<file path="src/hdl/mkfwp_pkg.sv">
// Package for the (m,k)-firm window keeper: beat structs, operation codes, states, config struct and register indices.
// No dependencies.
package mkfwp_pkg;

    localparam int FUNC_W = 3;
    localparam int STREAM_W = 4;

    typedef enum logic [2:0] {
        OP_RECORD   = 3'd0,
        OP_REC_NEW  = 3'd1,
        OP_REC_LAT  = 3'd2,
        OP_CLONE    = 3'd3,
        OP_QUERY    = 3'd4
    } op_t;

    localparam logic [1:0] REG_M = 2'd0;
    localparam logic [1:0] REG_K = 2'd1;
    localparam logic [1:0] REG_LAT = 2'd2;

    typedef struct packed {
        logic [2:0] func;
        logic [3:0] stream;
        logic       outcome;
        logic       target;
    } in_beat_t;

    typedef struct packed {
        logic        ok;
        logic [4:0]  recovered_pos;
        logic [5:0]  priority_res;
        logic [5:0]  dist_to_fail;
        logic [5:0]  ones_count;
        logic [5:0]  deficit;
        logic [10:0] reward;
    } out_beat_t;

    typedef enum logic [2:0] {
        ST_IDLE,
        ST_READ,
        ST_QSCAN,
        ST_CLONE,
        ST_OUT
    } state_t;

    typedef struct packed {
        logic [5:0] m;
        logic [5:0] k;
        logic [5:0] lat;
    } cfg_t;

endpackage

</file>
<file path="src/hdl/mkfwp_cfg.sv">
// APB register file for m, k and recovery latency.
// Depends on mkfwp_pkg.
module mkfwp_cfg
(
    input  logic               clk,
    input  logic               rst_n,
    input  logic               psel,
    input  logic               penable,
    input  logic               pwrite,
    input  logic [3:0]         paddr,
    input  logic [31:0]        pwdata,
    output logic [31:0]        prdata,
    output mkfwp_pkg::cfg_t    cfg
);
    mkfwp_pkg::cfg_t cfg_reg;
    logic wr;
    logic [1:0] idx;

    assign wr = psel && penable && pwrite;
    assign idx = paddr[3:2];
    assign cfg = cfg_reg;

    always_ff @(posedge clk or negedge rst_n)
    begin
        if (!rst_n)
        begin
            cfg_reg <= '0;
        end
        else if (wr)
        begin
            unique case (idx)
                mkfwp_pkg::REG_M:   cfg_reg.m <= pwdata[5:0];
                mkfwp_pkg::REG_K:   cfg_reg.k <= pwdata[5:0];
                mkfwp_pkg::REG_LAT: cfg_reg.lat <= pwdata[5:0];
                default: ;
            endcase
        end
    end

    always_comb
    begin
        prdata = '0;
        unique case (idx)
            mkfwp_pkg::REG_M:   prdata[5:0] = cfg_reg.m;
            mkfwp_pkg::REG_K:   prdata[5:0] = cfg_reg.k;
            mkfwp_pkg::REG_LAT: prdata[5:0] = cfg_reg.lat;
            default: prdata = '0;
        endcase
    end
endmodule

</file>
<file path="src/hdl/mk_firm_window_priority.sv">
// Top level of the (m,k)-firm window keeper: window memories, control and query scan.
// Depends on mkfwp_pkg and mkfwp_cfg.
// Record/recover reads the window, writes it back and then gives the result beat; query scans
// one window bit per cycle; clone copies one stream per cycle into the shadow memory.
// One item in flight; the next is taken the cycle after the result beat leaves.
// Reset: state, counter and valid bits cleared; windows read as all ones through per-entry valid bits.
module mk_firm_window_priority #(
    parameter int STREAMS = 16,
    parameter int MAX_WINDOW = 32
)
(
    input  logic                  clk,
    input  logic                  rst_n,
    input  logic                  in_valid,
    output logic                  in_ready,
    input  mkfwp_pkg::in_beat_t   in_data,
    output logic                  out_valid,
    input  logic                  out_ready,
    output mkfwp_pkg::out_beat_t  out_data,
    input  logic                  psel,
    input  logic                  penable,
    input  logic                  pwrite,
    input  logic [3:0]            paddr,
    input  logic [31:0]           pwdata,
    output logic [31:0]           prdata,
    output logic                  pready
);
    localparam int SW = (STREAMS > 1) ? $clog2(STREAMS) : 1;
    localparam int WW = MAX_WINDOW;
    localparam int KW = $clog2(MAX_WINDOW + 1);
    localparam int PW = (WW > 1) ? $clog2(WW) : 1;
    localparam int CW = (SW + 1 > KW) ? SW + 1 : KW;

    mkfwp_pkg::cfg_t cfg;
    mkfwp_cfg u_cfg (
        .clk(clk), .rst_n(rst_n), .psel(psel), .penable(penable), .pwrite(pwrite),
        .paddr(paddr), .pwdata(pwdata), .prdata(prdata), .cfg(cfg)
    );
    assign pready = 1'b1;

    logic [WW-1:0] real_mem [STREAMS];
    logic [WW-1:0] shad_mem [STREAMS];
    logic [STREAMS-1:0] rvalid_reg, svalid_reg;
    logic [WW-1:0] rrd_reg, srd_reg;
    logic rrd_v_reg, srd_v_reg;

    mkfwp_pkg::state_t state_reg, state_next;
    mkfwp_pkg::in_beat_t item_reg;
    mkfwp_pkg::out_beat_t res_reg, res_next;
    logic [SW-1:0] sidx;
    logic [CW-1:0] cnt_reg, cnt_next;
    logic [WW-1:0] win, wr_word;
    logic [WW-1:0] rwin, rshift;
    logic [KW-1:0] k;
    logic [6:0] lat;
    logic [6:0] ones_reg, ones_next, meets_reg, meets_next, dpos_reg, dpos_next;
    logic [6:0] m7, k7;
    logic rd_en;
    logic [SW-1:0] rd_addr;
    logic wr_r, wr_s;
    logic [SW-1:0] wr_addr;
    logic [WW-1:0] wr_data;
    logic in_range;
    logic found;
    logic [KW-1:0] fpos;
    logic [6:0] pr, dtf, dfc;
    logic [12:0] sq;

    assign k = (7'(cfg.k) > 7'(MAX_WINDOW)) ? KW'(MAX_WINDOW) : KW'(cfg.k);
    assign k7 = 7'(k);
    assign m7 = 7'(cfg.m);
    assign lat = (7'(cfg.lat) > k7) ? k7 : 7'(cfg.lat);
    assign sidx = SW'(item_reg.stream);
    assign in_range = 32'(item_reg.stream) < 32'(STREAMS);
    assign win = item_reg.target ? (srd_v_reg ? srd_reg : '1) : (rrd_v_reg ? rrd_reg : '1);
    assign rwin = rrd_v_reg ? rrd_reg : '1;
    assign rshift = rwin >> 1;

    assign in_ready = state_reg == mkfwp_pkg::ST_IDLE;
    assign out_valid = state_reg == mkfwp_pkg::ST_OUT;
    assign out_data = res_reg;

    always_ff @(posedge clk)
    begin
        if (rd_en)
        begin
            rrd_reg <= real_mem[rd_addr];
            srd_reg <= shad_mem[rd_addr];
        end
        if (wr_r)
            real_mem[wr_addr] <= wr_data;
        if (wr_s)
            shad_mem[wr_addr] <= wr_data;
    end

    always_ff @(posedge clk or negedge rst_n)
    begin
        if (!rst_n)
        begin
            rvalid_reg <= '0;
            svalid_reg <= '0;
            rrd_v_reg <= 1'b0;
            srd_v_reg <= 1'b0;
        end
        else
        begin
            if (rd_en)
            begin
                rrd_v_reg <= rvalid_reg[rd_addr];
                srd_v_reg <= svalid_reg[rd_addr];
            end
            if (wr_r)
                rvalid_reg[wr_addr] <= 1'b1;
            if (wr_s)
                svalid_reg[wr_addr] <= 1'b1;
        end
    end

    always_comb
    begin
        found = 1'b0;
        fpos = '0;
        for (int i = 0; i < WW; i++)
        begin
            if (!found && 7'(i) < k7 && 7'(i) >= k7 - lat && !win[i])
            begin
                found = 1'b1;
                fpos = KW'(i);
            end
        end
    end

    // record shifts the real window, whatever target says, if the stream is in range and k is not zero
    always_comb
    begin
        wr_word = rwin;
        for (int i = 0; i < WW; i++)
        begin
            if (7'(i) < k7)
            begin
                if (7'(i) + 7'd1 == k7)
                    wr_word[i] = item_reg.outcome;
                else
                    wr_word[i] = rshift[i];
            end
        end
    end

    always_comb
    begin
        pr = k7 + 7'd1 - dpos_reg;
        dtf = (ones_reg + 7'd1 > m7) ? ones_reg + 7'd1 - m7 : 7'd0;
        dfc = k7 - ones_reg;
        sq = 13'(dfc) * 13'(dfc);
    end

    always_comb
    begin
        state_next = state_reg;
        res_next = res_reg;
        cnt_next = cnt_reg;
        ones_next = ones_reg;
        meets_next = meets_reg;
        dpos_next = dpos_reg;
        rd_en = 1'b0;
        rd_addr = sidx;
        wr_r = 1'b0;
        wr_s = 1'b0;
        wr_addr = sidx;
        wr_data = '0;
        unique case (state_reg)
            mkfwp_pkg::ST_IDLE:
            begin
                if (in_valid)
                begin
                    rd_addr = SW'(in_data.stream);
                    rd_en = 1'b1;
                    state_next = mkfwp_pkg::ST_READ;
                end
            end
            mkfwp_pkg::ST_READ:
            begin
                res_next = '0;
                cnt_next = '0;
                state_next = mkfwp_pkg::ST_OUT;
                if (item_reg.func == mkfwp_pkg::OP_CLONE)
                begin
                    rd_addr = '0;
                    rd_en = 1'b1;
                    state_next = mkfwp_pkg::ST_CLONE;
                end
                else if (in_range && k != '0)
                begin
                    case (item_reg.func)
                        mkfwp_pkg::OP_RECORD:
                        begin
                            wr_r = 1'b1;
                            wr_data = wr_word;
                            res_next.ok = 1'b1;
                        end
                        mkfwp_pkg::OP_REC_NEW:
                        begin
                            wr_data = win;
                            wr_data[PW'(k - KW'(1))] = 1'b1;
                            wr_r = !item_reg.target;
                            wr_s = item_reg.target;
                            res_next.ok = 1'b1;
                            res_next.recovered_pos = 5'(k - KW'(1));
                        end
                        mkfwp_pkg::OP_REC_LAT:
                        begin
                            wr_data = win;
                            wr_data[PW'(fpos)] = 1'b1;
                            wr_r = found && !item_reg.target;
                            wr_s = found && item_reg.target;
                            res_next.ok = found;
                            res_next.recovered_pos = 5'(fpos);
                        end
                        default: ;
                    endcase
                end
                if (in_range && item_reg.func == mkfwp_pkg::OP_QUERY)
                begin
                    ones_next = '0;
                    meets_next = '0;
                    dpos_next = 7'd1;
                    state_next = mkfwp_pkg::ST_QSCAN;
                end
            end
            mkfwp_pkg::ST_QSCAN:
            begin
                if (7'(cnt_reg) < k7)
                begin
                    if (win[PW'(k7 - 7'd1 - 7'(cnt_reg))])
                    begin
                        ones_next = ones_reg + 7'd1;
                        meets_next = meets_reg + 7'd1;
                        if (meets_reg + 7'd1 == m7)
                            dpos_next = 7'(cnt_reg) + 7'd1;
                    end
                    cnt_next = cnt_reg + 1'b1;
                end
                else
                begin
                    if (ones_reg == k7)
                        dpos_next = 7'd1;
                    else if (ones_reg < m7)
                        dpos_next = k7 + 7'd1;
                    state_next = mkfwp_pkg::ST_OUT;
                    res_next.ok = 1'b1;
                    res_next.dist_to_fail = dtf[5:0];
                    res_next.ones_count = ones_reg[5:0];
                    res_next.deficit = dfc[5:0];
                    res_next.reward = sq[10:0];
                    res_next.priority_res = (ones_reg == k7) ? 6'(k7) :
                        (ones_reg < m7) ? 6'd0 : pr[5:0];
                end
            end
            mkfwp_pkg::ST_CLONE:
            begin
                wr_addr = cnt_reg[SW-1:0];
                wr_s = 1'b1;
                wr_data = rrd_v_reg ? rrd_reg : '1;
                rd_addr = SW'(cnt_reg + 1'b1);
                rd_en = 1'b1;
                cnt_next = cnt_reg + 1'b1;
                if (32'(cnt_reg) == STREAMS - 1)
                begin
                    res_next.ok = 1'b1;
                    state_next = mkfwp_pkg::ST_OUT;
                end
            end
            mkfwp_pkg::ST_OUT:
            begin
                if (out_ready)
                    state_next = mkfwp_pkg::ST_IDLE;
            end
            default: state_next = mkfwp_pkg::ST_IDLE;
        endcase
    end

    always_ff @(posedge clk)
    begin
        if (state_reg == mkfwp_pkg::ST_IDLE && in_valid)
            item_reg <= in_data;
        res_reg <= res_next;
        ones_reg <= ones_next;
        meets_reg <= meets_next;
        dpos_reg <= dpos_next;
    end

    always_ff @(posedge clk or negedge rst_n)
    begin
        if (!rst_n)
        begin
            state_reg <= mkfwp_pkg::ST_IDLE;
            cnt_reg <= '0;
        end
        else
        begin
            state_reg <= state_next;
            cnt_reg <= cnt_next;
        end
    end
endmodule
</file>
<file path="config.mk">
export PLATFORM = sky130hd
export DESIGN_NAME = mk_firm_window_priority
export DESIGN_NICKNAME = d
export VERILOG_FILES = /design/src/hdl/mkfwp_pkg.sv /design/src/hdl/mkfwp_cfg.sv /design/src/hdl/mk_firm_window_priority.sv
export SDC_FILE = /design/constraint.sdc
export NUM_CORES = 2
export LEC_CHECK = 0
export ABC_CLOCK_PERIOD_IN_PS = 12500
export BUFFER_PORTS_ARGS = -buffer_cell sky130_fd_sc_hd__buf_2
export CORE_UTILIZATION = 43
export DETAILED_ROUTE_END_ITERATION = 12
export PLACE_DENSITY = 0.58
export SKIP_LAST_GASP = 1
export SLEW_MARGIN = 25
export SYNTH_ARGS = -nofsm -noshare
export SYNTH_HDL_FRONTEND = slang
export SYNTH_HIERARCHICAL = 1
export SYNTH_SLANG_ARGS = --single-unit
</file>
<file path="constraint.sdc">
create_clock -name clk -period 12.5 [get_ports clk]
set_clock_uncertainty 0.05 [all_clocks]
set_input_delay 1.875 -clock clk [delete_from_list [all_inputs] [get_ports clk]]
set_output_delay 1.875 -clock clk [all_outputs]
set_load 0.03 [all_outputs]
</file>
### Yosys cells after proc, flatten, opt, wreduce, memory -nomap -nowiden

Memories as Yosys holds them, arrays and structs flattened. A register that Yosys moved wholly into a read port is not among the register bits.
Cells that the tools add are included.

* memories: 2
* bits in writable memories: 1024
* logic and storage cells: 562
* input port bits: 52
* bits in registers: 131
* output and inout port bits: 76

Memories
* real_mem: depth 16, width 32, read ports 1, clocked after memory_dff 1, wr ports 1, line mk_firm_window_priority.sv:41 `logic [WW-1:0] real_mem [STREAMS];`
* shad_mem: depth 16, width 32, read ports 1, clocked after memory_dff 1, wr ports 1, line mk_firm_window_priority.sv:42 `logic [WW-1:0] shad_mem [STREAMS];`

* equality and inequality tests: 55
* $lt $le $gt $ge: 77
* add/subtract/negate cells: 12
* multipliers: 1
* reductions and logical operators: 184
* bitwise operators: 5
* mux-type cells: 203

Operator list (number)
* 2-to-1 mux 32 bit: 5
* 2-to-1 mux 5 bit: 30
* 2-to-1 mux 1 bit: 116
* greater-or-equal comparator 5 x 7 -> 1 bit (first input constant): 16
* logical AND 1 bit: 103
* equality test 5 x 6 -> 1 bit (first input constant): 16
* less-than comparator 5 x 6 -> 1 bit (first input constant): 16
* case mux 32 bit (3 select lines): 1
* 2-to-1 mux 6 bit: 14
* case mux 35 bit (2 select lines): 1
* zero test 1 bit: 64
* OR 32 bit: 2
* case mux 32 bit (2 select lines): 1
* greater-or-equal comparator 4 x 7 -> 1 bit (first input constant): 8
* equality test 4 x 6 -> 1 bit (first input constant): 8
* less-than comparator 4 x 6 -> 1 bit (first input constant): 8
* case mux 6 bit (3 select lines): 2
* 2-to-1 mux 35 bit: 1
* 2-to-1 mux 7 bit: 5
* OR 16 bit: 2
* greater-or-equal comparator 3 x 7 -> 1 bit (first input constant): 4
* case mux 7 bit (2 select lines): 2
* equality test 3 x 6 -> 1 bit (first input constant): 4
* less-than comparator 3 x 6 -> 1 bit (first input constant): 4
* 58 further kinds: 104

### Depth between registers and ports, before layout

* depth after elaboration: 173
* mapped depth: 26
* gate-level depth less buffers: 23

### Cells and area by module

The synthesis kept the hierarchy.

By module, submodules not included
* mk_firm_window_priority: area each 54427.2 um^2, times used 1, seq. area each 35789.3 um^2, cells an instance 4620
* mkfwp_cfg: area each 1052.3 um^2, times used 1, seq. area each 450.4 um^2, cells an instance 88

### Worst setup path before layout

Ideal clock, no wire load.

* kind: register to register
* start point: reg u_cfg.cfg_reg, in the netlist u_cfg/cfg[11]
* end point: mem real_mem[10][0] (netlist bit) (enable)
* setup time: 461 ps
* setup slack: 3957 ps
* data arrival time: 8032 ps
* data required time: 11989 ps
* cell stages (with the launch flop): 26
* clock period less this slack: 8543 ps
* cells stage by stage: dfrtp_1 > buf_2 > clkbuf_1 > nor2b_1 > inv_1 > ha_1 > nor2b_1 > o21ai_0 > nand2b_1 > a221oi_1 > a41oi_1 > o21ai_0 > ha_1 > fa_1 > clkbuf_1 > nor2_1 > nand2_1 > nand3_1 > o22ai_1 > nor4_4 > a41oi_2 > nor3_1 > o21a_1 > o22a_1 > clkbuf_1 > nor3_1

* word-level cells in the longest chain between the ends: 171
* elaborated cells on any way between the ends: 235
* classes of those cells: 1 x add/sub; 66 x order compare; 40 x mux; 128 x reduce/logical

RTL lines
* from (decl): line mkfwp_cfg.sv:15 `mkfwp_pkg::cfg_t cfg_reg;`
* greater-than comparator 6 bit: line mk_firm_window_priority.sv:69 `assign k = (7'(cfg.k) > 7'(MAX_WINDOW)) ? KW'(MAX_WINDOW) : KW'(cfg.k);`
* 2-to-1 mux 6 bit *: line mk_firm_window_priority.sv:69
* greater-than comparator 6 bit: line mk_firm_window_priority.sv:72 `assign lat = (7'(cfg.lat) > k7) ? k7 : 7'(cfg.lat);`
* 2-to-1 mux 6 bit: line mk_firm_window_priority.sv:72
* subtractor 6 x 6 -> 7 bit: line mk_firm_window_priority.sv:125 `if (!found && 7'(i) < k7 && 7'(i) >= k7 - lat && !win[i])`
* greater-or-equal comparator 1 x 7 -> 1 bit: line mk_firm_window_priority.sv:125
* logical AND 1 bit (2 in series): line mk_firm_window_priority.sv:125
* 2-to-1 mux 1 bit: line mk_firm_window_priority.sv:125
* (+154 left out)
* 2-to-1 mux 1 bit: line mk_firm_window_priority.sv:125
* logical AND 1 bit: line mk_firm_window_priority.sv:214 `wr_r = found && !item_reg.target;`
* case mux 1 bit (3 select lines): line mk_firm_window_priority.sv:194 `case (item_reg.func)`
* 2-to-1 mux 1 bit *: line mk_firm_window_priority.sv:192 `else if (in_range && k != '0)`
* 2-to-1 mux 1 bit *: line mk_firm_window_priority.sv:186 `if (item_reg.func == mkfwp_pkg::OP_CLONE)`
* 2-to-1 mux 1 bit *: line mk_firm_window_priority.sv:171 `unique case (state_reg)`
* 2-to-1 mux 1 bit *: line mk_firm_window_priority.sv:90 `if (wr_r)`
* 2-to-1 mux 1 bit (not written as such) *: line mk_firm_window_priority.sv:91 `real_mem[wr_addr] <= wr_data;`
* to (decl): line mk_firm_window_priority.sv:41

Mark *: on every way between the ends. The rest lies on a longest branch, timed or not.

### Worst setup path after layout

* start point: reg u_cfg.cfg_reg, in the netlist u_cfg/cfg[11]
* end point: mem shad_mem[13][1] (netlist bit) (enable)

* word-level cells in the longest chain between the ends: 171
* elaborated cells on any way between the ends: 235
* classes of those cells: 1 x add/sub; 66 x order compare; 40 x mux; 128 x reduce/logical

RTL lines
* greater-than comparator 6 bit: line mk_firm_window_priority.sv:69
* 2-to-1 mux 6 bit *: line mk_firm_window_priority.sv:69
* greater-than comparator 6 bit: line mk_firm_window_priority.sv:72
* 2-to-1 mux 6 bit: line mk_firm_window_priority.sv:72
* subtractor 6 x 6 -> 7 bit: line mk_firm_window_priority.sv:125
* greater-or-equal comparator 1 x 7 -> 1 bit: line mk_firm_window_priority.sv:125
* logical AND 1 bit (2 in series): line mk_firm_window_priority.sv:125
* 2-to-1 mux 1 bit: line mk_firm_window_priority.sv:125
* (+154 left out)
* 2-to-1 mux 1 bit: line mk_firm_window_priority.sv:125
* logical AND 1 bit: line mk_firm_window_priority.sv:215 `wr_s = found && item_reg.target;`
* case mux 1 bit (2 select lines): line mk_firm_window_priority.sv:194
* 2-to-1 mux 1 bit *: line mk_firm_window_priority.sv:192
* 2-to-1 mux 1 bit *: line mk_firm_window_priority.sv:186
* case mux 1 bit (2 select lines) *: line mk_firm_window_priority.sv:171
* 2-to-1 mux 1 bit *: line mk_firm_window_priority.sv:92 `if (wr_s)`
* 2-to-1 mux 1 bit (not written as such) *: line mk_firm_window_priority.sv:93 `shad_mem[wr_addr] <= wr_data;`
* to (decl): line mk_firm_window_priority.sv:42

Marked as above.

==> results.toml <==
[run_status]
run_status = "complete, no violations"

[detailed_routing]
antenna_violating_nets_post_route = 0
drc = 0
wl_um = 163000
detail_route.vias_per_cell = 5.92
drt_iter0_drc = 4243
via_count = 38300
wire_per_inst_um = 25.1
detailedRoute.firstPassIterationCount = 7

[yosys]
postSynth.asyncResetShare_pct = 5.01
syn-mean-instance-area_um2 = 11.8
synth_edf_count = 1156
synthDistinctLibCells = 100
yosys_register_bits = 1217
ys.flop_type = "edfxtp_1"
mappedNetlistArea_um2 = 55500
yosys_warnings = 6
postSynthCellCount = 4708
synth_seq_area_share_pct = 65.3

[global_route]
first_pass_grt_wire_length_um = 239000
grt_start_max_net_pins = 143
overflow = 0
gr-usage-all-layers_pct = 24.7
grt_antenna_before_repair = 4
first_global_vias = 36000

[timing]
maxSlewViolCount = 0
fin_setup_tns_ns = 0
achievable-frequency_mhz = 109
setup_viol = 0
crit_share_post_route_pct = 73.6
slew_headroom_pct = 26.7
grt_setup_unrepaired = "false"
hold_violations = 0
finalWorstPathRequiredPeriod_ns = 9.20
worst_slew_pin_slew_ns = 1.09

[finish]
post_route_cell_area_um2 = 62100
synthesis_to_layout_area_growth_pct = 12.0
finalNetCount = 4858
fin_util_pct = 48.6
fillers = 11300
post_route_cells_drive_above_1_share_pct = 11.4

[floorplan]
floorplan.rows = 131
ioPinCount = 128
die_y_um = 361
core-area_um2 = 128000
die_w_um = 361
total_die_area_um2 = 130000
floorplan.initialDensity_pct = 43.4

[cts]
number_of_buffers_inserted_during_clock_tree_synthesis = 130
postCtsSetupBuffers = 0
clock_tree_from_tritoncts = "built"
root_buffer = "clkbuf_16"
clock_latency_of_the_later_clocked_register_in_the_worst_skew_pair_ns = 0.78
cts_hold_buf = 0
htree_num_levels = 4
clkTransAtPathRegs_ns = 0.06
cts.sinks = 1217
cts_resized = 0
max-clock-path-buffers = 3

[setup_path]
criticalPathCategory = "flip-flop to flip-flop"
timing.critical_path.arrival_ns = 9.54
crit_path_required_time_ns = 12.84
cp-end-kind = "flip-flop"
critical_path.startpoint_type = "flip-flop"
worstPathMaxFanout = 36

[placed_design]
placement.io_buffers = 71
gp_congestion = 1.02
dpl-instance-area_um2 = 58000
dpl_hpwl_um = 94400

[pwr]
total_power_mw = 15.8
pwr-share-seq_pct = 33.0
switching_share_pct = 41.0
power_frac_comb_pct = 43.6
power-per-cell-area_nw_per_um2 = 254
power_frac_clock_pct = 23.4
p_int_mw = 9.31
vdd.ir_drop.worst_mv = 0.266
p_leak_nw = 22.1
power_switching_mw = 6.47

[run]
drv.max_cap_violation_count = 0

[min_path]
holdCritPathClass = "flip-flop to flip-flop"
## placed cells by master (no fill, tap or decap), types with 36 or more instances in the layout
cell type  netlist  layout
a311oi_1       202     202
clkbuf_1       256      39
ha_1            69      69
inv_1           68      67
o21ai_0        102      93
dfrtp_1         61      61
a31oi_1         86      85
buf_2           33      71
nand3_1        319     319
and3_1         148     148
xnor2_1         41      41
mux2i_1         36      36
nand2b_1        53      53
clkbuf_16        0     134
edfxtp_1      1156    1156
nor2_1         144     142
nand2_1       1191    1191
a31o_2          37      37
a21oi_1        172     160
buf_4           33     121
## kinds of logic after synthesis
| family | after synthesis | share of synthesized area [%] |
|---|---|---|
| simple gates | 2045 | 16.4 |
| flops | 1217 | 65.3 |
| compound gates | 815 | 10.4 |
| buf+inv | 416 | 3.15 |
| fa+ha+maj | 88 | 2.24 |
| mux | 64 | 1.42 |
| xor+xnor | 60 | 1.02 |
| other cells | 3 | 0.0203 |
## layout make-up
cell class	count	area [um^2]	share of cell area [%]
Sequential cell	1217	36200	58.3
Multi-Input combinational cell	3100	18100	29.1
Clock buffer	176	3540	5.70
Tap cell	1662	2080	3.35
Timing Repair Buffer	199	1400	2.25
Clock inverter	54	538	0.866
Inverter	70	264	0.425
Antenna cell	1	2.50	0.00403
## cells in the mapped netlist (9+ instances only)
library cell,count,area share (%)
a211oi_1,11,0.15
a21o_1,25,0.34
a21oi_1,172,1.6
a311oi_1,202,3.2
a31o_2,37,0.58
a31oi_1,86,0.97
and2_1,18,0.20
and3_1,148,1.7
buf_1,21,0.14
buf_2,33,0.30
buf_4,33,0.45
clkbuf_1,256,1.7
dfrtp_1,61,2.8
edfxtp_1,1156,63
fa_1,19,0.69
ha_1,69,1.6
inv_1,68,0.46
mux2_2,14,0.28
mux2i_1,36,0.65
nand2_1,1191,8.1
nand2b_1,53,0.60
nand3_1,319,2.9
nand4_1,10,0.11
nand4b_1,12,0.19
nor2_1,144,0.97
nor2b_1,22,0.25
nor3_1,59,0.53
nor3b_1,10,0.14
o211ai_1,15,0.20
o21a_1,14,0.19
o21ai_0,102,0.92
o22a_1,9,0.14
o22ai_1,35,0.39
o31ai_1,9,0.12
or2_2,13,0.15
xnor2_1,41,0.65
xor2_1,16,0.25
## worst paths after layout
path / depth (start not counted) / to / slack (ns) / from
worst min-delay path: 1 / svalid_reg[9] / 0.42 / svalid_reg[9]
worst max register to register: 25 / shad_mem[13][1] / 3.30 / u_cfg/cfg[11]
worst max-delay path: 25 / shad_mem[13][1] / 3.30 / u_cfg/cfg[11]
min in group asynchronous: 2 / u_cfg/cfg[14] / 1.22 / rst_n
max in group asynchronous: 2 / svalid_reg[11] / 10.57 / rst_n
worst min register to register: 1 / svalid_reg[9] / 0.42 / svalid_reg[9]
## power groups by stage
stage / Sequential [mW] / Combinational, mW / Clock, mW
2_1_floorplan: 5.28 / 4.70 / 0
3_3_place_gp: 5.28 / 6.76 / 0
3_5_place_dp: 5.28 / 6.83 / 0
4_1_cts: 5.20 / 6.86 / 3.75
5_1_grt: 5.23 / 7.55 / 3.91
6_report: 5.21 / 6.88 / 3.69
## stage by stage
| stage | cells | setup slack [ns] | hold slack [ns] |
|---|---|---|---|
| finish | 6479 | 3.30 | 0.416 |
| global placement | 6247 | 3.40 | 0.397 |
| global route | 6478 | 2.84 | 0.434 |
| floorplan | 4733 | 3.96 | 0.391 |
| detailed placement | 6248 | 3.32 | 0.403 |
| CTS | 6478 | 3.30 | 0.418 |
## worst max-delay path, stage by stage, from the launching register on
cell and delay (ns):
dfrtp_1 0.32, buf_4 0.44, inv_2 0.17, nand2_1 0.54
inv_1 0.45, ha_1 0.31, nor2b_1 0.10, o21ai_0 0.08
nand2b_1 0.08, a221oi_1 0.07, a41oi_1 0.67, o21ai_0 0.20
ha_1 0.26, fa_1 0.44, xor2_1 0.81, nor2_1 0.30
nand3b_1 0.25, o22ai_1 0.36, nor4_4 0.13, a41oi_2 0.40
nor3_1 0.23, o21bai_1 0.29, a21oi_2 0.11, buf_4 0.24
nor3_2 0.86, buf_4 0.55
## metal layers
metal	track usage, %	share of wire, %
met1	35.3	44
met2	38.2	46
met3	4.31	7.7
met4	7.82	2.6
met5	0	0.0080
(Power assumes the default switching activity.)
